File: src/hdl/kda_pkg.sv
// ----------------------------------------------------------------------------
// kda_pkg: shared types and constants for the keypad debounce block
// Key count, timer width, register map, phase encoding and config bundle.
// ----------------------------------------------------------------------------
`default_nettype none

package kda_pkg;

  localparam int NUM_KEYS   = 6;
  localparam int TIMER_BITS = 16;
  localparam int KEY_IDX_W  = (NUM_KEYS > 1) ? $clog2(NUM_KEYS) : 1;
  localparam int CODE_W     = 3;
  localparam int CFG_W      = 16;
  localparam int CMP_W      = (TIMER_BITS > CFG_W) ? TIMER_BITS : CFG_W;

  // APB register map
  localparam int ADDR_W = 4;
  localparam int DATA_W = 32;
  localparam int REG_IDX_W = 2;
  localparam logic [REG_IDX_W-1:0] REG_DEBOUNCE = 2'd0;
  localparam logic [REG_IDX_W-1:0] REG_DELAY    = 2'd1;
  localparam logic [REG_IDX_W-1:0] REG_INTERVAL = 2'd2;

  localparam logic [CFG_W-1:0] DEBOUNCE_RST = 16'd50;
  localparam logic [CFG_W-1:0] DELAY_RST    = 16'd1000;
  localparam logic [CFG_W-1:0] INTERVAL_RST = 16'd150;

  typedef enum logic [1:0] {
    PH_IDLE     = 2'd0,
    PH_DEBOUNCE = 2'd1,
    PH_HELD     = 2'd2,
    PH_REPEAT   = 2'd3
  } phase_t;

  typedef struct packed {
    logic [CFG_W-1:0] debounce_ticks;
    logic [CFG_W-1:0] repeat_delay_ticks;
    logic [CFG_W-1:0] repeat_interval_ticks;
  } cfg_t;

endpackage

`default_nettype wire

File: src/hdl/keypad_debounce_autorepeat.sv
// ----------------------------------------------------------------------------
// keypad_debounce_autorepeat: key debounce with typematic auto repeat
// Scans six active-high keys once per tick and reports presses and repeats.
// ----------------------------------------------------------------------------
// Usage:
//   Input channel (in_valid / in_stall / keys_pressed): one transfer is one
//   millisecond tick carrying the pressed state of every key, bit 0 has the
//   highest priority.
//   Output channel (out_valid / out_stall / key_code / repeat_event): exactly
//   one result transfer per tick. key_code 0 means no event, otherwise it is
//   the key index plus one; repeat_event marks an auto repeat.
//   APB port: debounce, repeat delay and repeat interval in ticks, at byte
//   addresses 0x0, 0x4, 0x8. Write only while no tick is in flight.
//   Path: an accepted tick goes through the input register, then the result
//   register. Throughput: one tick per cycle unless out_stall holds the flow;
//   the single state update (priority encoder plus one counter compare) sets it.
//   Reset (rst, synchronous): timing registers return to 50/1000/150, the
//   scanner goes idle, both pipeline registers empty.
//   Stalls: with out_stall high the result holds; one more tick still enters
//   the input register, after which in_stall rises until the result drains.
// ----------------------------------------------------------------------------
`default_nettype none

module keypad_debounce_autorepeat (
  input  wire logic                         clk,
  input  wire logic                         rst,
  input  wire logic                         in_valid,
  output logic                              in_stall,
  input  wire logic [kda_pkg::NUM_KEYS-1:0] keys_pressed,
  output logic                              out_valid,
  input  wire logic                         out_stall,
  output logic      [kda_pkg::CODE_W-1:0]   key_code,
  output logic                              repeat_event,
  input  wire logic                         psel,
  input  wire logic                         penable,
  input  wire logic                         pwrite,
  input  wire logic [kda_pkg::ADDR_W-1:0]   paddr,
  input  wire logic [kda_pkg::DATA_W-1:0]   pwdata,
  output logic      [kda_pkg::DATA_W-1:0]   prdata,
  output logic                              pready
);
  import kda_pkg::*;

  cfg_t                cfg;

  // input register
  logic                in_full;
  logic [NUM_KEYS-1:0] keys_q;

  // the tick in the input register is processed when the result slot frees up
  logic                advance;
  logic                in_take;
  logic [CODE_W-1:0]   code_c;
  logic                rep_c;

  assign advance  = in_full && (!out_valid || !out_stall);
  assign in_stall = in_full && !advance;
  assign in_take  = in_valid && !in_stall;

  kda_regs u_regs (
    .clk     (clk),
    .rst     (rst),
    .psel    (psel),
    .penable (penable),
    .pwrite  (pwrite),
    .paddr   (paddr),
    .pwdata  (pwdata),
    .prdata  (prdata),
    .pready  (pready),
    .cfg     (cfg)
  );

  kda_core u_core (
    .clk          (clk),
    .rst          (rst),
    .step         (advance),
    .keys         (keys_q),
    .cfg          (cfg),
    .key_code     (code_c),
    .repeat_event (rep_c)
  );

  always_ff @(posedge clk) begin
    if (rst) begin
      in_full <= 1'b0;
    end else if (in_take) begin
      in_full <= 1'b1;
    end else if (advance) begin
      in_full <= 1'b0;
    end
  end

  always_ff @(posedge clk) begin
    if (in_take) begin
      keys_q <= keys_pressed;
    end
  end

  // result register
  always_ff @(posedge clk) begin
    if (rst) begin
      out_valid <= 1'b0;
    end else if (advance) begin
      out_valid <= 1'b1;
    end else if (!out_stall) begin
      out_valid <= 1'b0;
    end
  end

  always_ff @(posedge clk) begin
    if (advance) begin
      key_code     <= code_c;
      repeat_event <= rep_c;
    end
  end

endmodule

`default_nettype wire

File: src/hdl/kda_regs.sv
// ----------------------------------------------------------------------------
// kda_regs: APB configuration registers
// Three 16-bit timing registers, writable and readable over APB.
// ----------------------------------------------------------------------------
`default_nettype none

module kda_regs (
  input  wire logic                       clk,
  input  wire logic                       rst,
  input  wire logic                       psel,
  input  wire logic                       penable,
  input  wire logic                       pwrite,
  input  wire logic [kda_pkg::ADDR_W-1:0] paddr,
  input  wire logic [kda_pkg::DATA_W-1:0] pwdata,
  output logic      [kda_pkg::DATA_W-1:0] prdata,
  output logic                            pready,
  output kda_pkg::cfg_t                   cfg
);
  import kda_pkg::*;

  logic [REG_IDX_W-1:0] reg_idx;
  logic                 wr_en;

  assign pready  = 1'b1;
  assign reg_idx = paddr[ADDR_W-1:2];
  assign wr_en   = psel && penable && pwrite && pready;

  always_ff @(posedge clk) begin
    if (rst) begin
      cfg.debounce_ticks        <= DEBOUNCE_RST;
      cfg.repeat_delay_ticks    <= DELAY_RST;
      cfg.repeat_interval_ticks <= INTERVAL_RST;
    end else if (wr_en) begin
      unique case (reg_idx)
        REG_DEBOUNCE: cfg.debounce_ticks        <= pwdata[CFG_W-1:0];
        REG_DELAY:    cfg.repeat_delay_ticks    <= pwdata[CFG_W-1:0];
        REG_INTERVAL: cfg.repeat_interval_ticks <= pwdata[CFG_W-1:0];
        default: ;
      endcase
    end
  end

  always_comb begin
    unique case (reg_idx)
      REG_DEBOUNCE: prdata = DATA_W'(cfg.debounce_ticks);
      REG_DELAY:    prdata = DATA_W'(cfg.repeat_delay_ticks);
      REG_INTERVAL: prdata = DATA_W'(cfg.repeat_interval_ticks);
      default:      prdata = '0;
    endcase
  end

endmodule

`default_nettype wire

File: src/hdl/kda_core.sv
// ----------------------------------------------------------------------------
// kda_core: debounce and auto-repeat state machine
// Advances one tick per step; result fields are combinational from state and inputs.
// ----------------------------------------------------------------------------
`default_nettype none

module kda_core (
  input  wire logic                         clk,
  input  wire logic                         rst,
  input  wire logic                         step,
  input  wire logic [kda_pkg::NUM_KEYS-1:0] keys,
  input  wire kda_pkg::cfg_t                cfg,
  output logic      [kda_pkg::CODE_W-1:0]   key_code,
  output logic                              repeat_event
);
  import kda_pkg::*;

  phase_t                phase, phase_next;
  logic [KEY_IDX_W-1:0]  active_key, active_key_next;
  logic [TIMER_BITS-1:0] elapsed_ticks, elapsed_ticks_next;

  logic [TIMER_BITS-1:0] elapsed_inc;
  logic [CMP_W-1:0]      inc_ext;
  logic                  active_down;
  logic                  any_down;
  logic [KEY_IDX_W-1:0]  scan_idx;
  logic                  deb_done, delay_done, interval_done, deb_zero;
  logic [CODE_W-1:0]     active_code, scan_code;

  // saturating tick counter
  assign elapsed_inc = (elapsed_ticks == '1) ? elapsed_ticks : elapsed_ticks + 1'b1;
  assign inc_ext     = CMP_W'(elapsed_inc);

  assign deb_done      = inc_ext >= CMP_W'(cfg.debounce_ticks);
  assign delay_done    = inc_ext >= CMP_W'(cfg.repeat_delay_ticks);
  assign interval_done = inc_ext >= CMP_W'(cfg.repeat_interval_ticks);
  assign deb_zero      = (cfg.debounce_ticks == '0);

  assign active_down = (32'(active_key) < NUM_KEYS) && keys[active_key];

  // priority encoder, bit 0 wins
  always_comb begin
    any_down = 1'b0;
    scan_idx = '0;
    for (int i = NUM_KEYS - 1; i >= 0; i--) begin
      if (keys[i]) begin
        any_down = 1'b1;
        scan_idx = KEY_IDX_W'(i);
      end
    end
  end

  assign active_code = CODE_W'(active_key) + 1'b1;
  assign scan_code   = CODE_W'(scan_idx) + 1'b1;

  // next state
  always_comb begin
    phase_next         = phase;
    active_key_next    = active_key;
    elapsed_ticks_next = elapsed_ticks;
    if ((phase == PH_HELD || phase == PH_REPEAT) && active_down) begin
      elapsed_ticks_next = elapsed_inc;
      if (phase == PH_HELD && delay_done) begin
        phase_next         = PH_REPEAT;
        elapsed_ticks_next = '0;
      end else if (phase == PH_REPEAT && interval_done) begin
        elapsed_ticks_next = '0;
      end
    end else if (phase == PH_DEBOUNCE) begin
      elapsed_ticks_next = elapsed_inc;
      if (deb_done) begin
        phase_next = active_down ? PH_HELD : PH_IDLE;
      end
    end else if (any_down) begin
      // idle, or the held key was released: rescan this tick
      active_key_next    = scan_idx;
      elapsed_ticks_next = '0;
      phase_next         = deb_zero ? PH_HELD : PH_DEBOUNCE;
    end else begin
      phase_next = PH_IDLE;
    end
  end

  // outputs
  always_comb begin
    key_code     = '0;
    repeat_event = 1'b0;
    if ((phase == PH_HELD || phase == PH_REPEAT) && active_down) begin
      if ((phase == PH_HELD && delay_done) || (phase == PH_REPEAT && interval_done)) begin
        key_code     = active_code;
        repeat_event = 1'b1;
      end
    end else if (phase == PH_DEBOUNCE) begin
      if (deb_done && active_down) begin
        key_code = active_code;
      end
    end else if (any_down && deb_zero) begin
      key_code = scan_code;
    end
  end

  always_ff @(posedge clk) begin
    if (rst) begin
      phase         <= PH_IDLE;
      active_key    <= '0;
      elapsed_ticks <= '0;
    end else if (step) begin
      phase         <= phase_next;
      active_key    <= active_key_next;
      elapsed_ticks <= elapsed_ticks_next;
    end
  end

endmodule

`default_nettype wire
File: config.mk
export PLATFORM = sky130hd
export DESIGN_NAME = keypad_debounce_autorepeat
export DESIGN_NICKNAME = d
export VERILOG_FILES = /design/src/hdl/kda_pkg.sv /design/src/hdl/keypad_debounce_autorepeat.sv /design/src/hdl/kda_regs.sv /design/src/hdl/kda_core.sv
export SDC_FILE = /design/constraint.sdc
export NUM_CORES = 1
export LEC_CHECK = 0
export BUFFER_PORTS_ARGS = -buffer_cell sky130_fd_sc_hd__buf_2
export CORE_ASPECT_RATIO = 2
export CORE_MARGIN = 1.5
export CORE_UTILIZATION = 45
export DETAILED_ROUTE_END_ITERATION = 6
export PLACE_DENSITY = 0.66
export SLEW_MARGIN = 30
export SYNTH_ARGS = -nofsm -noshare
export SYNTH_HDL_FRONTEND = slang
export SYNTH_SLANG_ARGS = --single-unit
export TNS_END_PERCENT = 50
File: constraint.sdc
create_clock -name clk -period 3.86 [get_ports clk]
set_input_delay 1.158 -clock clk [delete_from_list [all_inputs] [get_ports clk]]
set_output_delay 1.158 -clock clk [all_outputs]
set_load 0.005 [all_outputs]
**Yosys cells after proc, flatten, opt, wreduce, memory -nomap -nowiden**

Index checks and enable logic that the tools add are counted.

- Flip-flop bits (word level): 81
- Latch bits: 0
- Memory bits (writable): 0
- Bits in read-only memories: 0
- Input port bits: 49
- Output and inout bits: 39
- Logic and storage cells: 96
- Memories: 0

- Add/subtract/negate cells: 3
- Multipliers: 0
- Divide/modulo/power cells: 0
- $lt $le $gt $ge: 5
- Eq/ne operators: 9
- Shifts and indexed selects: 0
- Mux-type cells: 38
- Bitwise gates (word level): 2
- Reductions and logical operators: 28

Operators by type and width:

| cell | count |
|---|---|
| $mux 16 | 6 |
| $ge 16x16->1 | 3 |
| $pmux 16 s3 | 1 |
| $mux 3 | 11 |
| $add 16x1->16 const B | 1 |
| $eq 16x16->1 const B | 1 |
| $logic_not 16->1 | 1 |
| $mux 2 | 7 |
| $mux 1 | 12 |
| $logic_and 1x1->1 | 11 |
| $reduce_and 2->1 | 4 |
| $add 3x1->3 const B | 2 |
| $eq 2x2->1 const B | 3 |
| $eq 2x1->1 const B | 2 |
| $logic_not 1->1 | 4 |
| $lt 3x4->1 const B | 1 |
| $reduce_and 4->1 | 1 |
| $bmux 1 s3 | 1 |
| $logic_or 1x1->1 | 3 |
| $lt 3x3->1 const B | 1 |
| $ne 3x1->1 const B | 1 |
| $reduce_and 3->1 | 1 |
| $reduce_bool 3->1 | 1 |
| $logic_not 2->1 | 1 |
| 4 further kinds | 5 |

**Logic depth before layout (Yosys ltp)**

- Depth after elaboration: 10
- Gate-level depth with buffers: 14
- Mapped depth without buffers: 13

**Hierarchy**

A second synthesis with hierarchy kept.

- Cell total of the unflattened synthesis: 653
- Area, all modules: 5664.2 sq um

Modules (own cells, without submodules):

| module | times used | cells an instance | area an instance (sq um) |
|---|---|---|---|
| kda_core | 1 | 371 | 2826.5 |
| kda_regs | 1 | 262 | 2451.1 |
| keypad_debounce_autorepeat | 1 | 20 | 386.6 |

**Worst setup path after synthesis**

OpenSTA, ideal clock, no wires.

- Kind: register to register
- From: reg u_core.elapsed_ticks[0]
- To: reg key_code[0] in the netlist's numbering, data pin
- Data arrival time: 3.032 ns
- Setup slack: 0.551 ns
- Cell stages (with the launch flop): 14
- Clock period less this slack: 3.309 ns
- Cells stage by stage: dfxtp_1 ha_1 nand3_1 nor2_1 a31o_2 nor3_1 xor2_1 ha_1 a2111oi_0 o21ai_0 a32oi_1 o21ai_0 o21ai_0 o221ai_1

- Word-level cells in the longest chain between the ends: 7
- Elaborated cells between the ends (all ways): 14
- Classes of those cells: add/sub (1); order compare (3); eq/ne (1); mux (5); reduce/logical (4)

Ends and longest elaborated chain:

| item | RTL line | text |
|---|---|---|
| from (decl) | kda_core.sv:20 | `logic [TIMER_BITS-1:0] elapsed_ticks, elapsed_ticks_next;` |
| from (signal assigned) | kda_core.sv:110 | `elapsed_ticks <= elapsed_ticks_next;` |
| $add 16x1->16 / $eq 16x16->1 (equally long branches) | kda_core.sv:31 | `assign elapsed_inc = (elapsed_ticks == '1) ? elapsed_ticks : elapsed_ticks + 1'b1;` |
| $mux 16 * | kda_core.sv:31 |  |
| $ge 16x16->1 (on tied branches) | kda_core.sv:34, kda_core.sv:35, kda_core.sv:36 |  |
| $logic_and 1x1->1 (on tied branches) | kda_core.sv:94, kda_core.sv:89 |  |
| $mux 3 / $logic_or 1x1->1 (equally long branches) | kda_core.sv:94, kda_core.sv:89 |  |
| $mux 3 (on tied branches) | kda_core.sv:93, kda_core.sv:89 |  |
| $mux 3 * | kda_core.sv:88 | `if ((phase == PH_HELD \|\| phase == PH_REPEAT) && active_down) begin` |
| net code_c[0] | keypad_debounce_autorepeat.sv:53 | `logic [CODE_W-1:0] code_c;` |
| to (signal assigned) | keypad_debounce_autorepeat.sv:112 | `key_code <= code_c;` |
| to (decl) | keypad_debounce_autorepeat.sv:32 | `output logic [kda_pkg::CODE_W-1:0] key_code,` |

Mark *: on every way through the listed nets, which the timed path passes. The rest lies on a longest branch.
A chain may end at the register's enable or synchronous reset.

**Worst setup path after layout**

Same ends and word-level chain as after synthesis.

==> qor.json <==
{
  "result_of_the_run": {"value": "completed"},
  "cp_slowest_cell": {"value": "sky130_fd_sc_hd__a2111oi_0"},
  "critical_path_depth": {"value": 14},
  "hold_path_depth": {"value": 2},
  "cts_tree": {"value": "yes"},
  "worst_path_most_repeated_cell": {"value": "sky130_fd_sc_hd__o21ai_0"},
  "post-synth-top-area-cell": {"value": "sky130_fd_sc_hd__dfxtp_1"},
  "clock_latency_late_sink": {"value": 330, "unit": "ps"},
  "cts-htree-levels": {"value": 3},
  "static-leakage-power": {"value": 0.00254, "unit": "uW"},
  "dr.pass1.iters": {"value": 5},
  "yosysWarnings": {"value": 0},
  "yosys_register_bits": {"value": 81},
  "worst_slew_slack_as_a_fraction_of_its_limit": {"value": 48.1, "unit": "%"},
  "io_pins": {"value": 88},
  "critical_path.top_delay_family": {"value": "compound AO/OA/AOI/OAI gates"},
  "clockBufferDepth": {"value": 2},
  "die_width": {"value": 78.6, "unit": "um"},
  "detail_route.iter0.violations": {"value": 202},
  "initial_core_util": {"value": 45.9, "unit": "%"},
  "die_height": {"value": 154, "unit": "um"},
  "grt_start_max_net_pins": {"value": 26},
  "synthXorXnorAreaFrac": {"value": 2.04, "unit": "%"},
  "hold_fix_buffers_at_cts": {"value": 0},
  "synth_compound_area_share": {"value": 19.6, "unit": "%"},
  "groute.usage.overall": {"value": 24.3, "unit": "%"},
  "drcViolationCount": {"value": 0},
  "hold_path_class": {"value": "reg -> reg"},
  "max_cap_viol": {"value": 0},
  "fin_skew": {"value": 6.32, "unit": "ps"},
  "yosysMostFrequentCell": {"value": "sky130_fd_sc_hd__nand2_1"},
  "num_vias": {"value": 4671},
  "seq_area_frac_synth": {"value": 33.4, "unit": "%"},
  "area_share_of_the_largest_cell_type_after_synthesis": {"value": 27.6, "unit": "%"},
  "port_buffers": {"value": 52},
  "path_buf_inv": {"value": 1},
  "synthSimpleGateAreaFrac": {"value": 18.5, "unit": "%"},
  "tns": {"value": 0, "unit": "ps"},
  "endpoints_failing_setup": {"value": 0},
  "required": {"value": 3930, "unit": "ps"},
  "post_cts_buffers": {"value": 0},
  "synth_mux_area_share": {"value": 4.98, "unit": "%"},
  "sequential_cell_area": {"value": 0.00172, "unit": "mm2"},
  "rsz0062_at_grt": {"value": "true"},
  "synth.area.top_cells": {"value": "sky130_fd_sc_hd__dfxtp_1, sky130_fd_sc_hd__ha_1, sky130_fd_sc_hd__nand2_1"},
  "post_route_cells_drive_above_1_share": {"value": 16.6, "unit": "%"},
  "cts_root_buffer": {"value": "sky130_fd_sc_hd__clkbuf_16"},
  "antenna_violating_nets_post_route": {"value": 0},
  "vias_per_cell": {"value": 5.59},
  "antenna_found_initial": {"value": 0},
  "dieArea": {"value": 0.0121, "unit": "mm2"},
  "netlist_instances": {"value": 628},
  "synth_cell_types": {"value": 64},
  "cp.arrival": {"value": 3720, "unit": "ps"},
  "syn_area": {"value": 0.00515, "unit": "mm2"},
  "end_kind": {"value": "register"},
  "finalCriticalPeriod": {"value": 3650, "unit": "ps"},
  "synth_enable_flop_cells": {"value": 10},
  "cts_buffers": {"value": 9},
  "detail_route.wl_per_cell": {"value": 16.9, "unit": "um"},
  "p_total": {"value": 1920, "unit": "uW"},
  "power.density_cell_area": {"value": 325, "unit": "mW/mm2"},
  "place.gp.congestion": {"value": 0.930},
  "grt_pass1_wl": {"value": 22.7, "unit": "mm"},
  "largest_family_of_logic_cells_by_synthesized_area": {"value": "compound AO/OA/AOI/OAI gates"},
  "ctsResizeCount": {"value": 0},
  "final-hold-violation-count": {"value": 0},
  "fin_crit_share": {"value": 94.5, "unit": "%"},
  "clk_transition_reported_paths": {"value": 60, "unit": "ps"},
  "top_cell_types_by_occurrence_after_synthesis": {"value": "sky130_fd_sc_hd__nand2_1, sky130_fd_sc_hd__dfxtp_1, sky130_fd_sc_hd__inv_1"},
  "postSynth.topFlopCell": {"value": "sky130_fd_sc_hd__dfxtp_1"},
  "antenna_cells": {"value": 0},
  "core-area": {"value": 0.0112, "unit": "mm2"},
  "synth-adder-area-share": {"value": 12.4, "unit": "%"},
  "num_rows": {"value": 55},
  "async_reset_ff_share": {"value": 0, "unit": "%"},
  "report.final.slew_viol_count": {"value": 0},
  "cpPeakStageDelay": {"value": 420, "unit": "ps"},
  "final_net_count": {"value": 789},
  "timing.fmax": {"value": 274, "unit": "MHz"},
  "worst_setup_path_start_kind": {"value": "register"},
  "wirelength": {"value": 14.1, "unit": "mm"},
  "criticalPathCategory": {"value": "reg -> reg"},
  "dp_hpwl": {"value": 11.1, "unit": "mm"},
  "multi_input_comb_area": {"value": 0.00304, "unit": "mm2"},
  "worst_hold_slack": {"value": 471, "unit": "ps"},
  "globalRouteOverflowTotal": {"value": 0},
  "fill_cells": {"value": 1077},
  "clkSinkCount": {"value": 81},
  "syn_avg_cell_area": {"value": 8.20, "unit": "um2"},
  "worst_slew_pin_slew": {"value": 776, "unit": "ps"},
  "peakVddDrop": {"value": 0.267, "unit": "mV"},
  "vias_in_the_first_global_route": {"value": 4707},
  "timing.reg2reg.worst_path_depth": {"value": 14},
  "crit_chain": {"value": "ha_1 > nand3_1 > nor2_2 > a31o_2 > nor3_1 > xor2_1 > ha_1 > a2111oi_0 > o21ai_0 > a32oi_1 > o21ai_0 > o21ai_0 > buf_4 > o221ai_1"},
  "areaGrowthSynthToFinish": {"value": 14.8, "unit": "%"},
  "timing.critical_path.fanout_max": {"value": 5}
}
[flip-flops by register name (all words and copies together), names as in the netlist]
name                  count
in_full                   1
key_code                  3
keys_q                    6
out_valid                 1
repeat_event              1
u_core.active_key         3
u_core.elapsed_ticks     16
u_core.phase              2
u_regs.cfg               48
[cell type report]
class | instances | area share (%)
Timing Repair Buffer | 76 | 7.45
Clock buffer | 12 | 4.36
Multi-Input combinational cell | 463 | 51.5
Clock inverter | 4 | 0.847
Inverter | 58 | 3.68
Sequential cell | 81 | 29.1
Tap cell | 142 | 3.01
[metal layers]
metal / global-route usage [%] / vias to the layer above / part of all wire (%)
li1: - / 2286 / -
met1: 23.5 / 2205 / 35
met2: 45.0 / 136 / 54
met3: 3.48 / 44 / 3.5
met4: 17.7 / 0 / 7.1
met5: 0 / - / 0
[metrics by stage]
stage | std cells | instance area [um2] | setup WS (ps) | util, %
2_1_floorplan | 643 | 5200 | 551 | -
3_3_place_gp | 820 | 5590 | 273 | 49.8
3_5_place_dp | 820 | 5590 | 216 | 49.8
4_1_cts | 836 | 5900 | 194 | 52.6
5_1_grt | 836 | 5910 | -12.8 | 52.7
6_report | 836 | 5910 | 213 | 52.7
[report_power, final]
part | total, uW | internal, uW | switching, uW
registers | 884 | 869 | 15.0
logic | 157 | 59.7 | 97.3
clock network | 881 | 540 | 341
total | 1920 | 1470 | 454
[worst min-delay path: cells and delay by family (launching register included)]
kind / cells / cell delay [ps]
AO/OA/AOI/OAI: 1 / 50
AND/OR/NAND/NOR: 1 / 50
flip-flops: 1 / 320
[layout by cell type, fill, tap and decap left out, types with 5 or more instances in the layout]
cell / n
sky130_fd_sc_hd__nor4_1: 5
sky130_fd_sc_hd__buf_4: 24
sky130_fd_sc_hd__nand2_1: 116
sky130_fd_sc_hd__a22o_2: 5
sky130_fd_sc_hd__nand3_1: 10
sky130_fd_sc_hd__nand4_1: 11
sky130_fd_sc_hd__nor3_1: 8
sky130_fd_sc_hd__mux2i_1: 20
sky130_fd_sc_hd__nand2b_1: 5
sky130_fd_sc_hd__inv_1: 58
sky130_fd_sc_hd__ha_1: 51
sky130_fd_sc_hd__edfxtp_1: 10
sky130_fd_sc_hd__buf_2: 52
sky130_fd_sc_hd__o211ai_1: 20
sky130_fd_sc_hd__nor2_1: 26
sky130_fd_sc_hd__conb_1: 17
sky130_fd_sc_hd__o21ai_0: 29
sky130_fd_sc_hd__a21oi_1: 54
sky130_fd_sc_hd__dfxtp_1: 71
sky130_fd_sc_hd__a22o_1: 10
sky130_fd_sc_hd__nor2b_1: 8
sky130_fd_sc_hd__xor2_1: 7
sky130_fd_sc_hd__xnor2_1: 5
sky130_fd_sc_hd__clkbuf_16: 10
[logic make-up (layout without fill, tap and decap cells)]
| kind of cell | after synthesis | in the layout |
|---|---|---|
| AND/OR/NAND/NOR | 208 | 208 |
| other | 2 | 17 |
| buffers and inverters | 99 | 150 |
| multiplexers | 24 | 24 |
| flip-flops | 81 | 81 |
| AO/OA/AOI/OAI | 151 | 151 |
| XOR/XNOR | 12 | 12 |
| adder cells (fa/ha/maj) | 51 | 51 |
[worst paths after layout]
check | startpoint | end | slack (ps)
worst max-delay path | u_core.elapsed_ticks[0] | key_code[0] | 210
worst min-delay path | u_regs.cfg[27] | u_regs.cfg[27] | 470
worst max register to register | u_core.elapsed_ticks[0] | key_code[0] | 210
worst min register to register | u_regs.cfg[27] | u_regs.cfg[27] | 470
No activity file was read; power rests on OpenSTA's default activity.
